[config.mk]
export PLATFORM = sky130hd
export DESIGN_NAME = spi_master_with_quad_nibble_flat
export DESIGN_NICKNAME = d
export VERILOG_FILES = /design/src/rtl/core/spi_qn_pkg.sv /design/src/rtl/core/spi_qn_if.sv /design/src/rtl/core/spi_qn_regs.sv /design/src/rtl/core/spi_qn_obuf.sv /design/src/rtl/core/spi_qn_step.sv /design/src/rtl/core/spi_master_with_quad_nibble.sv /design/src/flat_wrapper.sv
export SDC_FILE = /design/constraint.sdc
export NUM_CORES = 1
export LEC_CHECK = 0
export CAP_MARGIN = 15
export CORE_UTILIZATION = 66
export CTS_BUF_LIST = sky130_fd_sc_hd__clkbuf_2
export DETAILED_ROUTE_END_ITERATION = 16
export DONT_BUFFER_PORTS = 1
export MAX_ROUTING_LAYER = met4
export PLACE_DENSITY = 0.85
export SKIP_CTS_REPAIR_TIMING = 1
export SLEW_MARGIN = 20
export SYNTH_ARGS = -nofsm -noshare
export SYNTH_HDL_FRONTEND = slang
export SYNTH_SLANG_ARGS = --single-unit
[constraint.sdc]
create_clock -name i_clk -period 4.9 [get_ports i_clk]
set_clock_uncertainty 0.1 [all_clocks]
set_input_delay 0.98 -clock i_clk [delete_from_list [all_inputs] [get_ports i_clk]]
set_output_delay 0.98 -clock i_clk [all_outputs]
set_load 0.005 [all_outputs]
[src/rtl/core/spi_qn_pkg.sv]
// Package for the SPI master with quad nibble transfers.
// Holds field widths, register and request codes, and shared struct types.
// No dependencies.
package spi_qn_pkg;

    // Item fields
    localparam int TX_W      = 16;
    localparam int RX_W      = 16;
    localparam int SIO_W     = 4;
    localparam int REQ_W     = 2;

    // Configuration register fields
    localparam int MODE_W    = 2;
    localparam int WBITS_W   = 5;
    localparam int HPER_W    = 16;

    // Longest standard transfer in bits
    localparam int MAX_WORD_BITS = 16;

    // Default serial clock divider width
    localparam int DIVIDER_WIDTH_DEF = 16;

    // APB port
    localparam int ADDR_W    = 4;
    localparam int DATA_W    = 32;

    // Register indexes (paddr[3:2])
    localparam logic [1:0] REG_MODE  = 2'd0;
    localparam logic [1:0] REG_WBITS = 2'd1;
    localparam logic [1:0] REG_HPER  = 2'd2;

    // Request kinds
    localparam logic [REQ_W-1:0] OP_STD  = 2'd0;
    localparam logic [REQ_W-1:0] OP_QRD  = 2'd1;
    localparam logic [REQ_W-1:0] OP_QWR  = 2'd2;
    localparam logic [REQ_W-1:0] OP_NONE = 2'd3;

    // Reset values of the registers
    localparam logic [MODE_W-1:0]  MODE_RST  = 2'd0;
    localparam logic [WBITS_W-1:0] WBITS_RST = 5'd8;
    localparam logic [HPER_W-1:0]  HPER_RST  = 16'd50;

    typedef struct packed {
        logic [MODE_W-1:0]  spi_mode;
        logic [WBITS_W-1:0] word_bits;
        logic [HPER_W-1:0]  half_period_ticks;
    } t_cfg;

    // Mode write strobe with the new idle polarity
    typedef struct packed {
        logic wr;
        logic pol;
    } t_mode_upd;

    typedef struct packed {
        logic             sclk;
        logic [SIO_W-1:0] sio_out;
        logic [SIO_W-1:0] sio_oe;
        logic             busy_res;
        logic             done_res;
        logic [RX_W-1:0]  rx_data;
    } t_result;

endpackage

[src/rtl/core/spi_qn_if.sv]
// Valid/ready channel interfaces for the SPI quad nibble master.
// Depends on spi_qn_pkg.
interface spi_qn_req_if;
    logic                          valid;
    logic                          ready;
    logic                          start_req;
    logic [spi_qn_pkg::REQ_W-1:0]  req_type;
    logic [spi_qn_pkg::TX_W-1:0]   tx_data;
    logic [spi_qn_pkg::SIO_W-1:0]  sio_in;

    modport source (output valid, start_req, req_type, tx_data, sio_in, input ready);
    modport sink   (input valid, start_req, req_type, tx_data, sio_in, output ready);
endinterface

interface spi_qn_res_if;
    logic                          valid;
    logic                          ready;
    logic                          sclk;
    logic [spi_qn_pkg::SIO_W-1:0]  sio_out;
    logic [spi_qn_pkg::SIO_W-1:0]  sio_oe;
    logic                          busy_res;
    logic                          done_res;
    logic [spi_qn_pkg::RX_W-1:0]   rx_data;

    modport source (output valid, sclk, sio_out, sio_oe, busy_res, done_res, rx_data,
                    input ready);
    modport sink   (input valid, sclk, sio_out, sio_oe, busy_res, done_res, rx_data,
                    output ready);
endinterface

[src/rtl/core/spi_qn_regs.sv]
// APB configuration registers: mode, word size, half period.
// Depends on spi_qn_pkg.
module spi_qn_regs (
    input  logic                           i_clk,
    input  logic                           i_rst_n,
    input  logic                           psel,
    input  logic                           penable,
    input  logic                           pwrite,
    input  logic [spi_qn_pkg::ADDR_W-1:0]  paddr,
    input  logic [spi_qn_pkg::DATA_W-1:0]  pwdata,
    output logic [spi_qn_pkg::DATA_W-1:0]  prdata,
    output logic                           pready,
    output spi_qn_pkg::t_cfg               o_cfg,
    output spi_qn_pkg::t_mode_upd          o_mode_upd
);
    import spi_qn_pkg::*;

    logic              w_wr;
    logic [1:0]        w_idx;
    logic [MODE_W-1:0]  r_mode;
    logic [WBITS_W-1:0] r_wbits;
    logic [HPER_W-1:0]  r_hper;

    assign pready = 1'b1;
    assign w_wr   = psel && penable && pwrite;
    assign w_idx  = paddr[3:2];

    always_ff @(posedge i_clk) begin
        if (!i_rst_n) begin
            r_mode  <= MODE_RST;
            r_wbits <= WBITS_RST;
            r_hper  <= HPER_RST;
        end else if (w_wr) begin
            unique case (w_idx)
                REG_MODE:  r_mode  <= pwdata[MODE_W-1:0];
                REG_WBITS: r_wbits <= pwdata[WBITS_W-1:0];
                REG_HPER:  r_hper  <= pwdata[HPER_W-1:0];
                default: begin
                end
            endcase
        end
    end

    always_comb begin
        unique case (w_idx)
            REG_MODE:  prdata = DATA_W'(r_mode);
            REG_WBITS: prdata = DATA_W'(r_wbits);
            REG_HPER:  prdata = DATA_W'(r_hper);
            default:   prdata = '0;
        endcase
    end

    assign o_cfg.spi_mode          = r_mode;
    assign o_cfg.word_bits         = r_wbits;
    assign o_cfg.half_period_ticks = r_hper;

    assign o_mode_upd.wr  = w_wr && (w_idx == REG_MODE);
    assign o_mode_upd.pol = pwdata[1];

endmodule

[src/rtl/core/spi_qn_obuf.sv]
// Two-entry result buffer: output register plus skid register.
// Depends on spi_qn_pkg and spi_qn_if.
module spi_qn_obuf (
    input  logic                 i_clk,
    input  logic                 i_rst_n,
    input  logic                 i_push,
    input  spi_qn_pkg::t_result  i_data,
    output logic                 o_can_push,
    spi_qn_res_if.source         o_res
);
    import spi_qn_pkg::*;

    logic    r_main_vld;
    logic    r_skid_vld;
    t_result r_main;
    t_result r_skid;
    logic    w_pop;

    assign w_pop      = r_main_vld && o_res.ready;
    assign o_can_push = !r_skid_vld;

    always_ff @(posedge i_clk) begin
        if (!i_rst_n) begin
            r_main_vld <= 1'b0;
            r_skid_vld <= 1'b0;
        end else if (r_skid_vld) begin
            // skid full: no push possible, drain into the main register
            if (w_pop) begin
                r_skid_vld <= 1'b0;
            end
        end else if (i_push && (!r_main_vld || w_pop)) begin
            r_main_vld <= 1'b1;
        end else if (i_push) begin
            r_skid_vld <= 1'b1;
        end else if (w_pop) begin
            r_main_vld <= 1'b0;
        end
    end

    always_ff @(posedge i_clk) begin
        if (r_skid_vld) begin
            if (w_pop) begin
                r_main <= r_skid;
            end
        end else if (i_push && (!r_main_vld || w_pop)) begin
            r_main <= i_data;
        end else if (i_push) begin
            r_skid <= i_data;
        end
    end

    assign o_res.valid    = r_main_vld;
    assign o_res.sclk     = r_main.sclk;
    assign o_res.sio_out  = r_main.sio_out;
    assign o_res.sio_oe   = r_main.sio_oe;
    assign o_res.busy_res = r_main.busy_res;
    assign o_res.done_res = r_main.done_res;
    assign o_res.rx_data  = r_main.rx_data;

endmodule

[src/rtl/core/spi_qn_step.sv]
// Input register, transfer state and one-tick step logic of the SPI engine.
// Depends on spi_qn_pkg and spi_qn_if.
module spi_qn_step #(
    parameter int DIVIDER_WIDTH = spi_qn_pkg::DIVIDER_WIDTH_DEF
) (
    input  logic                   i_clk,
    input  logic                   i_rst_n,
    spi_qn_req_if.sink             i_req,
    input  spi_qn_pkg::t_cfg       i_cfg,
    input  spi_qn_pkg::t_mode_upd  i_mode_upd,
    input  logic                   i_can_push,
    output logic                   o_push,
    output spi_qn_pkg::t_result    o_data
);
    import spi_qn_pkg::*;

    localparam int RW = (DIVIDER_WIDTH > HPER_W) ? DIVIDER_WIDTH : HPER_W;

    // input register
    logic               r_in_vld;
    logic               r_start;
    logic [REQ_W-1:0]   r_rtype;
    logic [TX_W-1:0]    r_tx;
    logic [SIO_W-1:0]   r_sio;

    // transfer state
    logic                     r_busy,  n_busy;
    logic [REQ_W-1:0]         r_op,    n_op;
    logic [WBITS_W-1:0]       r_bl,    n_bl;
    logic                     r_sh,    n_sh;
    logic [DIVIDER_WIDTH-1:0] r_div,   n_div;
    logic [TX_W-1:0]          r_txs,   n_txs;
    logic [RX_W-1:0]          r_rxs,   n_rxs;
    logic                     r_clk,   n_clk;

    logic                     w_adv;
    logic [HPER_W-1:0]        w_h1;
    logic [RW-1:0]            w_hx;
    logic [RW-1:0]            w_dmax;
    logic [DIVIDER_WIDTH-1:0] w_reload;
    logic [WBITS_W-1:0]       w_nbits;
    logic [TX_W-1:0]          w_mask;
    logic [WBITS_W-1:0]       w_idx;
    logic                     w_sample;
    t_result                  w_res;

    assign w_adv       = r_in_vld && i_can_push;
    assign i_req.ready = !r_in_vld || w_adv;
    assign o_push      = w_adv;
    assign o_data      = w_res;

    // divider reload: zero acts as one, saturate at the counter's maximum
    always_comb begin
        w_h1     = (i_cfg.half_period_ticks == '0) ? '0 : i_cfg.half_period_ticks - 1'b1;
        w_hx     = RW'(w_h1);
        w_dmax   = RW'({DIVIDER_WIDTH{1'b1}});
        w_reload = (w_hx > w_dmax) ? w_dmax[DIVIDER_WIDTH-1:0] : w_hx[DIVIDER_WIDTH-1:0];
    end

    // effective word size, clamped to 1..MAX_WORD_BITS
    always_comb begin
        if (i_cfg.word_bits == '0) begin
            w_nbits = WBITS_W'(1);
        end else if ({1'b0, i_cfg.word_bits} > (WBITS_W+1)'(MAX_WORD_BITS)) begin
            w_nbits = WBITS_W'(MAX_WORD_BITS);
        end else begin
            w_nbits = i_cfg.word_bits;
        end
        w_mask = ~({TX_W{1'b1}} << w_nbits);
    end

    always_comb begin
        n_busy   = r_busy;
        n_op     = r_op;
        n_bl     = r_bl;
        n_sh     = r_sh;
        n_div    = r_div;
        n_txs    = r_txs;
        n_rxs    = r_rxs;
        n_clk    = r_clk;
        w_sample = 1'b0;
        w_res    = '0;

        if (!r_busy) begin
            if (r_start && (r_rtype != OP_NONE)) begin
                n_busy = 1'b1;
                n_op   = r_rtype;
                n_sh   = 1'b0;
                n_div  = w_reload;
                n_rxs  = '0;
                if (r_rtype == OP_STD) begin
                    n_txs = r_tx & w_mask;
                    n_bl  = w_nbits;
                end else begin
                    n_txs = {8'h00, r_tx[7:0]};
                    n_bl  = WBITS_W'(2);
                end
            end
        end else if (r_div != '0) begin
            n_div = r_div - 1'b1;
        end else if (!r_sh) begin
            // leading edge
            w_sample = (r_op == OP_QRD) || ((r_op == OP_STD) && !i_cfg.spi_mode[0]);
            n_clk    = !r_clk;
            n_sh     = 1'b1;
            n_div    = w_reload;
        end else begin
            // trailing edge
            w_sample = (r_op == OP_STD) && i_cfg.spi_mode[0];
            n_clk    = !r_clk;
            n_sh     = 1'b0;
            if (r_bl != '0) begin
                n_bl = r_bl - 1'b1;
            end
            if (n_bl == '0) begin
                n_busy         = 1'b0;
                w_res.done_res = 1'b1;
                n_clk          = i_cfg.spi_mode[1];
            end else begin
                n_div = w_reload;
            end
        end

        if (w_sample) begin
            if (r_op == OP_STD) begin
                n_rxs = {r_rxs[RX_W-2:0], r_sio[1]};
            end else begin
                n_rxs = {r_rxs[RX_W-5:0], r_sio};
            end
        end

        if (w_res.done_res && (r_op != OP_QWR)) begin
            w_res.rx_data = n_rxs;
        end

        // pin drive after this tick
        w_idx = n_bl - 1'b1;
        if (n_busy && (n_bl != '0)) begin
            if (n_op == OP_STD) begin
                w_res.sio_out = {3'b000, (w_idx[4] ? 1'b0 : n_txs[w_idx[3:0]])};
                w_res.sio_oe  = 4'h1;
            end else if (n_op == OP_QWR) begin
                w_res.sio_out = w_idx[0] ? n_txs[7:4] : n_txs[3:0];
                w_res.sio_oe  = 4'hF;
            end
        end

        w_res.sclk     = n_clk;
        w_res.busy_res = n_busy;
    end

    always_ff @(posedge i_clk) begin
        if (!i_rst_n) begin
            r_in_vld <= 1'b0;
        end else if (i_req.ready) begin
            r_in_vld <= i_req.valid;
        end
    end

    always_ff @(posedge i_clk) begin
        if (i_req.ready && i_req.valid) begin
            r_start <= i_req.start_req;
            r_rtype <= i_req.req_type;
            r_tx    <= i_req.tx_data;
            r_sio   <= i_req.sio_in;
        end
    end

    always_ff @(posedge i_clk) begin
        if (!i_rst_n) begin
            r_busy <= 1'b0;
            r_op   <= OP_STD;
            r_bl   <= '0;
            r_sh   <= 1'b0;
            r_div  <= '0;
            r_txs  <= '0;
            r_rxs  <= '0;
            r_clk  <= 1'b0;
        end else begin
            if (w_adv) begin
                r_busy <= n_busy;
                r_op   <= n_op;
                r_bl   <= n_bl;
                r_sh   <= n_sh;
                r_div  <= n_div;
                r_txs  <= n_txs;
                r_rxs  <= n_rxs;
            end
            // a mode write while idle moves the clock to the new idle level
            if (i_mode_upd.wr && !r_busy) begin
                r_clk <= i_mode_upd.pol;
            end else if (w_adv) begin
                r_clk <= n_clk;
            end
        end
    end

endmodule

[src/rtl/core/spi_master_with_quad_nibble.sv]
// Top level of the SPI master with standard and quad nibble transfers.
// Depends on spi_qn_pkg, spi_qn_if, spi_qn_regs, spi_qn_step, spi_qn_obuf.
//
//  Channel   Dir  Handshake        Carries
//  -------   ---  ---------------  ------------------------------------------
//  i_req     in   valid/ready      start_req, req_type, tx_data, sio_in
//  o_res     out  valid/ready      sclk, sio_out, sio_oe, busy_res, done_res,
//                                  rx_data
//  APB       in   psel/penable     spi_mode @0x0, word_bits @0x4,
//                                  half_period_ticks @0x8
//
// Each item is one tick of the pin-level engine: it is taken into an input
// register, stepped through the transfer state and its result lands in a
// two-entry output buffer. One item per cycle while the skid entry is free;
// an item waits in the input register until the buffer can take its result.
// Reset (i_rst_n low, synchronous) empties the input register and both buffer
// entries and returns the engine to idle with the clock low. When the sink
// stalls the skid entry absorbs one result and the input register holds one
// more item, then i_req.ready drops until the sink takes a result.
module spi_master_with_quad_nibble #(
    parameter int DIVIDER_WIDTH = spi_qn_pkg::DIVIDER_WIDTH_DEF
) (
    input  logic                           i_clk,
    input  logic                           i_rst_n,
    spi_qn_req_if.sink                     i_req,
    spi_qn_res_if.source                   o_res,
    input  logic                           psel,
    input  logic                           penable,
    input  logic                           pwrite,
    input  logic [spi_qn_pkg::ADDR_W-1:0]  paddr,
    input  logic [spi_qn_pkg::DATA_W-1:0]  pwdata,
    output logic [spi_qn_pkg::DATA_W-1:0]  prdata,
    output logic                           pready
);
    import spi_qn_pkg::*;

    t_cfg      w_cfg;
    t_mode_upd w_mode_upd;
    logic      w_can_push;
    logic      w_push;
    t_result   w_data;

    // Register file; mode writes also retarget the idle clock level
    spi_qn_regs u_regs (
        .i_clk      (i_clk),
        .i_rst_n    (i_rst_n),
        .psel       (psel),
        .penable    (penable),
        .pwrite     (pwrite),
        .paddr      (paddr),
        .pwdata     (pwdata),
        .prdata     (prdata),
        .pready     (pready),
        .o_cfg      (w_cfg),
        .o_mode_upd (w_mode_upd)
    );

    // Engine: divider, edge sequencing, shift registers
    spi_qn_step #(
        .DIVIDER_WIDTH (DIVIDER_WIDTH)
    ) u_step (
        .i_clk      (i_clk),
        .i_rst_n    (i_rst_n),
        .i_req      (i_req),
        .i_cfg      (w_cfg),
        .i_mode_upd (w_mode_upd),
        .i_can_push (w_can_push),
        .o_push     (w_push),
        .o_data     (w_data)
    );

    // Result buffer decouples the sink's ready from the input side
    spi_qn_obuf u_obuf (
        .i_clk      (i_clk),
        .i_rst_n    (i_rst_n),
        .i_push     (w_push),
        .i_data     (w_data),
        .o_can_push (w_can_push),
        .o_res      (o_res)
    );

endmodule

[src/flat_wrapper.sv]
// flat-port wrapper written by rule: the top's interface ports become plain ports
module spi_master_with_quad_nibble_flat import spi_qn_pkg::*;
#(
    parameter int DIVIDER_WIDTH = spi_qn_pkg::DIVIDER_WIDTH_DEF
)
  (i_clk, i_rst_n, psel, penable, pwrite, paddr, pwdata, prdata, pready, i_req_valid, i_req_start_req, i_req_req_type, i_req_tx_data, i_req_sio_in, i_req_ready, o_res_valid, o_res_sclk, o_res_sio_out, o_res_sio_oe, o_res_busy_res, o_res_done_res, o_res_rx_data, o_res_ready);
  spi_qn_req_if i_req_i ();
  spi_qn_res_if o_res_i ();
  input  logic i_clk;
  input  logic i_rst_n;
  input  logic psel;
  input  logic penable;
  input  logic pwrite;
  input  logic [spi_qn_pkg::ADDR_W-1:0] paddr;
  input  logic [spi_qn_pkg::DATA_W-1:0] pwdata;
  output logic [spi_qn_pkg::DATA_W-1:0] prdata;
  output logic pready;
  input wire logic [$bits(i_req_i.valid)-1:0] i_req_valid;
  input wire logic [$bits(i_req_i.start_req)-1:0] i_req_start_req;
  input wire logic [$bits(i_req_i.req_type)-1:0] i_req_req_type;
  input wire logic [$bits(i_req_i.tx_data)-1:0] i_req_tx_data;
  input wire logic [$bits(i_req_i.sio_in)-1:0] i_req_sio_in;
  output wire logic [$bits(i_req_i.ready)-1:0] i_req_ready;
  output wire logic [$bits(o_res_i.valid)-1:0] o_res_valid;
  output wire logic [$bits(o_res_i.sclk)-1:0] o_res_sclk;
  output wire logic [$bits(o_res_i.sio_out)-1:0] o_res_sio_out;
  output wire logic [$bits(o_res_i.sio_oe)-1:0] o_res_sio_oe;
  output wire logic [$bits(o_res_i.busy_res)-1:0] o_res_busy_res;
  output wire logic [$bits(o_res_i.done_res)-1:0] o_res_done_res;
  output wire logic [$bits(o_res_i.rx_data)-1:0] o_res_rx_data;
  input wire logic [$bits(o_res_i.ready)-1:0] o_res_ready;
  assign i_req_i.valid = i_req_valid;
  assign i_req_i.start_req = i_req_start_req;
  assign i_req_i.req_type = i_req_req_type;
  assign i_req_i.tx_data = i_req_tx_data;
  assign i_req_i.sio_in = i_req_sio_in;
  assign i_req_ready = i_req_i.ready;
  assign o_res_valid = o_res_i.valid;
  assign o_res_sclk = o_res_i.sclk;
  assign o_res_sio_out = o_res_i.sio_out;
  assign o_res_sio_oe = o_res_i.sio_oe;
  assign o_res_busy_res = o_res_i.busy_res;
  assign o_res_done_res = o_res_i.done_res;
  assign o_res_rx_data = o_res_i.rx_data;
  assign o_res_i.ready = o_res_ready;
  spi_master_with_quad_nibble #(.DIVIDER_WIDTH(DIVIDER_WIDTH)) u_core (.i_clk(i_clk), .i_rst_n(i_rst_n), .i_req(i_req_i), .o_res(o_res_i), .psel(psel), .penable(penable), .pwrite(pwrite), .paddr(paddr), .pwdata(pwdata), .prdata(prdata), .pready(pready));
endmodule
==> results.md, run 1 <==
- Yosys cell types: 68
- Post-synthesis mux area share: 3.69%
- DRC: 0
- Post-synth EDFFs: between 70 and 80
- Fin nets: ~940
- Vias in the first global route: roughly 6000
- Detailed-route via count: between 6000 and 7000
- Final setup TNS: 0 ps
- Synth Area in XOR/XNOR: under 10%
- Dpl cells: between 1000 and 1500
- Post-synth top flop: dfxtp_1
- Final WL: between 15000 and 20000 um
- RePlAce Congestion: 0.888
- Die height: 114 um
- Share of layout cells above drive strength 1: ~8%
- CTS tree: yes
- Gr usage total: 29.5%
- I/O Buffers: 0
- Asr flop ratio synth: 0%
- Synth Warn #: 0
- Num Clock Sinks: about 160
- Crit Path Max Fanout: 10
- WP data required: 5300 ps
- Hold Fails Final Rpt: 0
- Outcome: finished clean
- Count leader, synth: nand2_1
- Synth Area in Simple Gates: roughly 20%
- Synth Area per Inst: just over 9 sq um
- Die W: 114 um
- Least-Margin Pin Slew: approximately 960 ps
- Area share of the largest cell type after synthesis: roughly a quarter
- Vias/cell: between 6 and 7
- Largest net degree at the start of global routing: 85
- Setup-failing EPs final: 0
- Pwr Density: 300 nW/um^2
- Synth Register Bits: ~160
- Final Instance Count excl. Fillers: approximately 1000
- Largest cells by area after synthesis: edfxtp_1 (27%), dfxtp_1 (20%), nand2_1 (7.1%)
- CTS clock-pin slew for the worst setup and hold paths: about 210 ps
- Synth area leader: edfxtp_1
- CORE AREA: between 10000 and 15000 sq um
- CTS max path bufs: 2
- P_leak: ~3.1 nW
- CP arrival: 4760 ps
- Standard-cell rows: 40
- First-pass GRT wire length: 29000 um
- Post-synthesis sequential area ratio: between 40% and 50%
- Area Growth Syn to Fin: 3.26%
- Starting Density: roughly 68%
- Clk root buf: clkbuf_2
- First-pass iteration count of the detailed router: 5
- Count of pins over their slew limit: 0
- Antenna-violating nets left: 0
- Final period util: approximately nine tenths
- Post-synthesis compound-gate area fraction: around a fifth
- Netlist Area Pre-Place: approximately 8200 sq um
- DRT iter0 DRCs: between 600 and 700
- Post-synth top cells: nand2_1 (156), dfxtp_1 (84), edfxtp_1 (73)
- Worst-Skew Late Latency: about 770 ps
- Max-cap violations: 0
- Initial antenna violation count: 1
- Syn Inst Count: between 800 and 900
- # fillers: between 900 and 1000
- Post-DP HPWL: 12000 um
- Slew Limit Headroom: around a third
- Die ar.: around 13000 sq um
- Adder-Cell Fraction of Synth Area: 0.762%
- Critical Path Start Type: flop
- Avg WL per Cell: 16.8 um
- CTS buffer count: 17
- Overflow after GRT: 0
- Largest family of logic cells by synthesized area: compound AO/OA/AOI/OAI gates
- Crit end category: flop
- Minimum clock period: about 4400 ps
- Max H-tree Level: 4
- VDD IR max: about 0.34 mV
- CP Class: reg -> reg
- Final worst hold slack: 193 ps
- Worst Hold Class: in -> reg
- RSZ-0062 raised after global routing: no
- Fmax: ~230 MHz
- IO Pins: ~130
[kinds of logic (layout without fill, tap and decap cells)]
kind of cell / Yosys count / after routing
AOI/OAI and AO/OA: 247 / 247
xor gates and xnor gates: 14 / 14
DFF: 157 / 157
other: 2 / 18
adders and majority gates: 5 / 5
muxes: 26 / 26
buffers and inverters: 96 / 60
and+or+nand+nor: 352 / 352
[registers in the layout (all words and copies together) (netlist names), 2 cells and up]
| register | count |
|---|---|
| u_core.u_step.r_sio | 4 |
| u_core.u_obuf.o_res.sio_out | 4 |
| u_core.u_regs.r_wbits | 5 |
| u_core.u_regs.r_mode | 2 |
| u_core.u_step.r_tx | 16 |
| u_core.u_step.r_rxs | 16 |
| u_core.u_step.r_op | 2 |
| u_core.u_obuf.o_res.sio_oe | 2 |
| u_core.u_step.r_bl | 5 |
| u_core.u_step.r_rtype | 2 |
| u_core.u_obuf.o_res.rx_data | 16 |
| u_core.u_regs.r_hper | 16 |
| u_core.u_step.r_txs | 16 |
| u_core.u_step.r_div | 16 |
| u_core.u_obuf.r_skid | 25 |
[placed cells by master, fill, tap and decap left out, types with 4 or more instances in the layout]
| cell | n |
|---|---|
| a21boi_0 | 29 |
| or3_1 | 9 |
| nand3_1 | 14 |
| a31oi_1 | 20 |
| buf_4 | 12 |
| clkinv_4 | 5 |
| nor4_1 | 4 |
| and2_1 | 17 |
| conb_1 | 17 |
| o31ai_1 | 23 |
| xnor2_1 | 9 |
| mux2_2 | 4 |
| nand2_1 | 156 |
| dfxtp_1 | 84 |
| o211ai_1 | 7 |
| nor2b_1 | 18 |
| a32o_1 | 6 |
| nor3_1 | 23 |
| o211a_1 | 25 |
| a22oi_1 | 4 |
| mux2i_1 | 19 |
| nor2_1 | 61 |
| edfxtp_1 | 73 |
| nand4_1 | 5 |
| o21ai_0 | 52 |
| xor2_1 | 4 |
| inv_1 | 16 |
| clkbuf_2 | 18 |
| and3_1 | 4 |
| a21oi_1 | 47 |
| nand2b_1 | 13 |
| ha_1 | 5 |
| nor3b_1 | 9 |
[stage by stage]
step	utilization [%]	area [sq um]	setup WS, ps	power, mW
floorplan	-	8270	967	1.76
global placement	68.1	8220	824	1.80
detailed placement	68.1	8220	621	1.81
CTS	70.3	8470	585	2.55
global route	70.3	8480	327	2.65
finish	70.3	8480	540	2.55
[where the power goes]
| part | internal (mW) | switching, mW |
|---|---|---|
| sequential | 1.43 | 0.0451 |
| combinational | 0.125 | 0.199 |
| clock | 0.290 | 0.462 |
[metal layers]
layer	vias to the layer above	wire, um	share of wire (%)	global-route usage [%]
li1	3149	-	-	-
met2	298	7810	44	42.5
met4	0	371	2.1	11.2
met5	-	0	0	-
met3	40	1370	7.8	7.17
met1	3111	8060	46	40.4
[area by class of cell]
| cell class | count | area [sq um] | share of cell area [%] |
|---|---|---|---|
| Inverter | 16 | 60.1 | 0.708 |
| Tap cell | 168 | 210 | 2.48 |
| Timing Repair Buffer | 12 | 90.1 | 1.06 |
| Clock buffer | 18 | 90.1 | 1.06 |
| Sequential cell | 157 | 3870 | 45.7 |
| Clock inverter | 14 | 169 | 1.99 |
| Antenna cell | 1 | 2.50 | 0.0295 |
| Multi-Input combinational cell | 661 | 3980 | 47.0 |
[critical path, stage by stage, from the launching register on]
cell	delay [ps]
dfxtp_1	390
inv_1	70
ha_1	220
or4b_4	500
nor4_4	660
o211ai_1	250
a41oi_4	220
buf_4	230
ha_1	170
inv_1	50
o311ai_0	830
or2_2	330
o31ai_1	100
[worst paths after layout]
| path | cells past startpoint | start | slack, ps | endpoint |
|---|---|---|---|---|
| worst max register to register | 12 | u_core.u_step.r_div[0] | 540 | u_core.u_obuf.o_res.sio_out[2] |
| worst max-delay path | 12 | u_core.u_step.r_div[0] | 540 | u_core.u_obuf.o_res.sio_out[2] |
| worst min register to register | 2 | u_core.u_step.r_txs[10] | 390 | u_core.u_step.r_txs[10] |
| worst min-delay path | 1 | i_rst_n | 190 | u_core.u_regs.r_wbits[3] |
Note: power is estimated with default switching activity, not from simulation.
==> inputs of run 2 (changes only) <==
--- a/config.mk
+++ b/config.mk
@@ -5,6 +5,7 @@
 export SDC_FILE = /design/constraint.sdc
 export NUM_CORES = 1
 export LEC_CHECK = 0
+export ABC_AREA = 1
 export CAP_MARGIN = 15
 export CORE_UTILIZATION = 66
 export CTS_BUF_LIST = sky130_fd_sc_hd__clkbuf_2
==> results.md, run 2 <==
- Synth area leader: edfxtp_1
- CTS tree: yes
- I/O Buffers: 0
- RSZ-0062 raised after global routing: no
- VDD IR max: 0.334 mV
- Synth Register Bits: between 150 and 200
- Commonest non-fill, non-tap cells in the layout: nand2_1 (163), inv_1 (141), nor2_1 (109)
- Fmax: roughly 300 MHz
- Post-synthesis compound-gate area fraction: between 15 and 20%
- Synth Area in Simple Gates: between 20% and 30%
- Fin nets: between 1000 and 1500
- Vias/cell: roughly 5.7
- First-pass GRT wire length: roughly 30000 um
- Synth Area per Inst: 7.95 sq um
- Metal2 WL: 8130 um
- Antenna cell count: 0
- Avg WL per Cell: 14.9 um
- Gr usage total: between 20% and 30%
- Commonest non-fill, non-tap cell in the layout: nand2_1
- Outcome: finished clean
- Dpl cells: roughly 1200
- Adder-Cell Fraction of Synth Area: less than 1%
- Hold Fails Final Rpt: 0
- Syn Inst Count: approximately 1000
- Count of pins over their slew limit: 0
- Post-synth EDFFs: 73
- Synth Area in XOR/XNOR: 2.11%
- Worst-Skew Late Latency: 740 ps
- First-pass iteration count of the detailed router: 7
- Pre-CTS setup slack: between 1500 and 2000 ps
- Top reg by flops: u_core.u_obuf.r_skid
- Post-synthesis sequential area ratio: a little under half
- Initial antenna violation count: 0
- Minimum clock period: approximately 3300 ps
- Post-synthesis mux area share: 0%
- Netlist Area Pre-Place: roughly 8300 sq um
- Final Instance Count excl. Fillers: ~1200
- Area Growth Syn to Fin: 2.83%
- Largest register FFs: 25
- Least-Margin Pin Slew: 946 ps
- Largest family of logic cells by synthesized area: simple AND/OR/NAND/NOR gates
- Num Clock Sinks: 157
- Slew Limit Headroom: 36.9%
- Setup-failing EPs final: 0
- P_leak: ~3.5 nW
- Die height: 114 um
- Area share of the largest cell type after synthesis: a little over a quarter
- RePlAce Congestion: 0.902
- Post-synth top cells: nand2_1 (163), inv_1 (141), nor2_1 (110)
- Final WL: ~18000 um
- CTS clock-pin slew for the worst setup and hold paths: between 200 and 250 ps
- WP data required: between 5000 and 6000 ps
- Die W: 114 um
- Worst Hold Class: in -> reg
- Max H-tree Level: 4
- DRT iter0 DRCs: ~740
- Overflow after GRT: 0
- Count leader, synth: nand2_1
- Clk root buf: clkbuf_2
- Crit end category: flop
- CORE AREA: between 10000 and 15000 sq um
- Final setup TNS: 0 ps
- Crit Path Max Fanout: 13
- Critical Path Start Type: flop
- Yosys cell types: 51
- CP Class: reg -> reg
- CP dominant cell by count: nand3_1
- Post-DP HPWL: between 10000 and 15000 um
- Final period util: about 67%
- CP arrival: about 3700 ps
- Max-cap violations: 0
- Starting Density: about two thirds
- CTS buffer count: 17
- Synth Warn #: 0
- Asr flop ratio synth: 0%
- IO Pins: between 100 and 150
- Metal1 wirelength: approximately 8000 um
- Standard-cell rows: 40
- CTS max path bufs: 2
- Share of layout cells above drive strength 1: under 10%
- Crit path cell chain: inv_1 > nand2_1 > nor2_2 > a22oi_2 > nand2_4 > inv_1 > ha_1 > inv_1 > nand3_1 > nand3_1 > nand3_1 > nand3_1 > nand2_1 > nand3_1 > nand2_1
- Detailed-route via count: just under 7000
- Largest net degree at the start of global routing: 65
- Met3 wire len: about 1300 um
- Die ar.: ~13000 sq um
- Worst Slack Setup Final: around 1600 ps
- Slowest stage delay, CP: between 600 and 700 ps
- Post-synth top flop: dfxtp_1
- Antenna-violating nets left: 0
- DR top layer: met4
- Pwr Density: 310 nW/um^2
- Final worst hold slack: approximately 210 ps
- DRC: 0
- Largest cells by area after synthesis: edfxtp_1 (26%), dfxtp_1 (20%), nand2_1 (7.4%)
- Slowest CP cell: dfxtp_1
- Vias in the first global route: roughly 6200
-- run 2: cell types whose count changed in the layout (fill, tap and decap cells not counted), moves of 14 or more --
cell | previous run | this run
xor2_1 | 4 | 18
nor2_1 | 61 | 109
a21oi_1 | 47 | 69
o211ai_1 | 7 | 35
a21boi_0 | 29 | 1
nor3_1 | 23 | 9
nor2b_1 | 18 | 0
o21ai_0 | 52 | 83
nand3_1 | 14 | 86
inv_1 | 16 | 141
o211a_1 | 25 | 0
o31ai_1 | 23 | 0
mux2i_1 | 19 | 0
-- run 2: layer usage --
| layer | up-vias | GRT usage (%) |
|---|---|---|
| met5 | - | - |
| met2 | 280 | 44.5 |
| met3 | 40 | 5.35 |
| met4 | 0 | 14.9 |
| met1 | 3097 | 39.3 |
| li1 | 3425 | - |
-- run 2: final timing paths --
kind | start | endpoint | slack [ps] | cells after the start
worst max-delay path | u_core.u_step.r_busy | u_core.u_obuf.o_res.sio_out[0] | 1610 | 15
worst min-delay path | i_req_sio_in[2] | u_core.u_step.r_sio[2] | 210 | 0
worst max register to register | u_core.u_step.r_busy | u_core.u_obuf.o_res.sio_out[0] | 1610 | 15
worst min register to register | u_core.u_step.r_div[15] | u_core.u_step.r_div[15] | 400 | 2
-- run 2: cell families after synthesis --
family | Yosys count
simple gates | 404
fa+ha+maj | 5
other cells | 2
compound gates | 243
xor+xnor | 20
buf+inv | 213
flops | 157
-- run 2: power by group --
part	internal, mW	switching [mW]
clock network	0.333	0.434
logic	0.127	0.270
registers	1.43	0.0446
total	1.89	0.749
-- run 2: final cells by class --
| cell class | count | area [sq um] |
|---|---|---|
| flip-flops and latches | 157 | 3870 |
| fillers | 1013 | 3570 |
| multi-input cells | 689 | 3570 |
| inverters | 149 | 559 |
| well taps | 168 | 210 |
| clock inverters | 13 | 173 |
| clock buffers | 19 | 95.1 |
| repair buffers | 7 | 52.6 |
-- run 2: worst max-delay path, delay by kind of cell, from the launching register on --
kind | cells | cell delay, ps
AO/OA/AOI/OAI | 1 | 450
adder cells (fa/ha/maj) | 1 | 310
buffers and inverters | 3 | 530
flip-flops | 1 | 640
AND/OR/NAND/NOR | 10 | 1040
-- run 2: per-stage QoR --
step	power (mW)	utilization, %	cell area (sq um)
finish	2.64	70.5	8540
global route	2.77	70.5	8540
CTS	2.65	70.4	8530
detailed placement	1.89	68.2	8260
global placement	1.88	68.2	8260
floorplan	1.83	-	8360
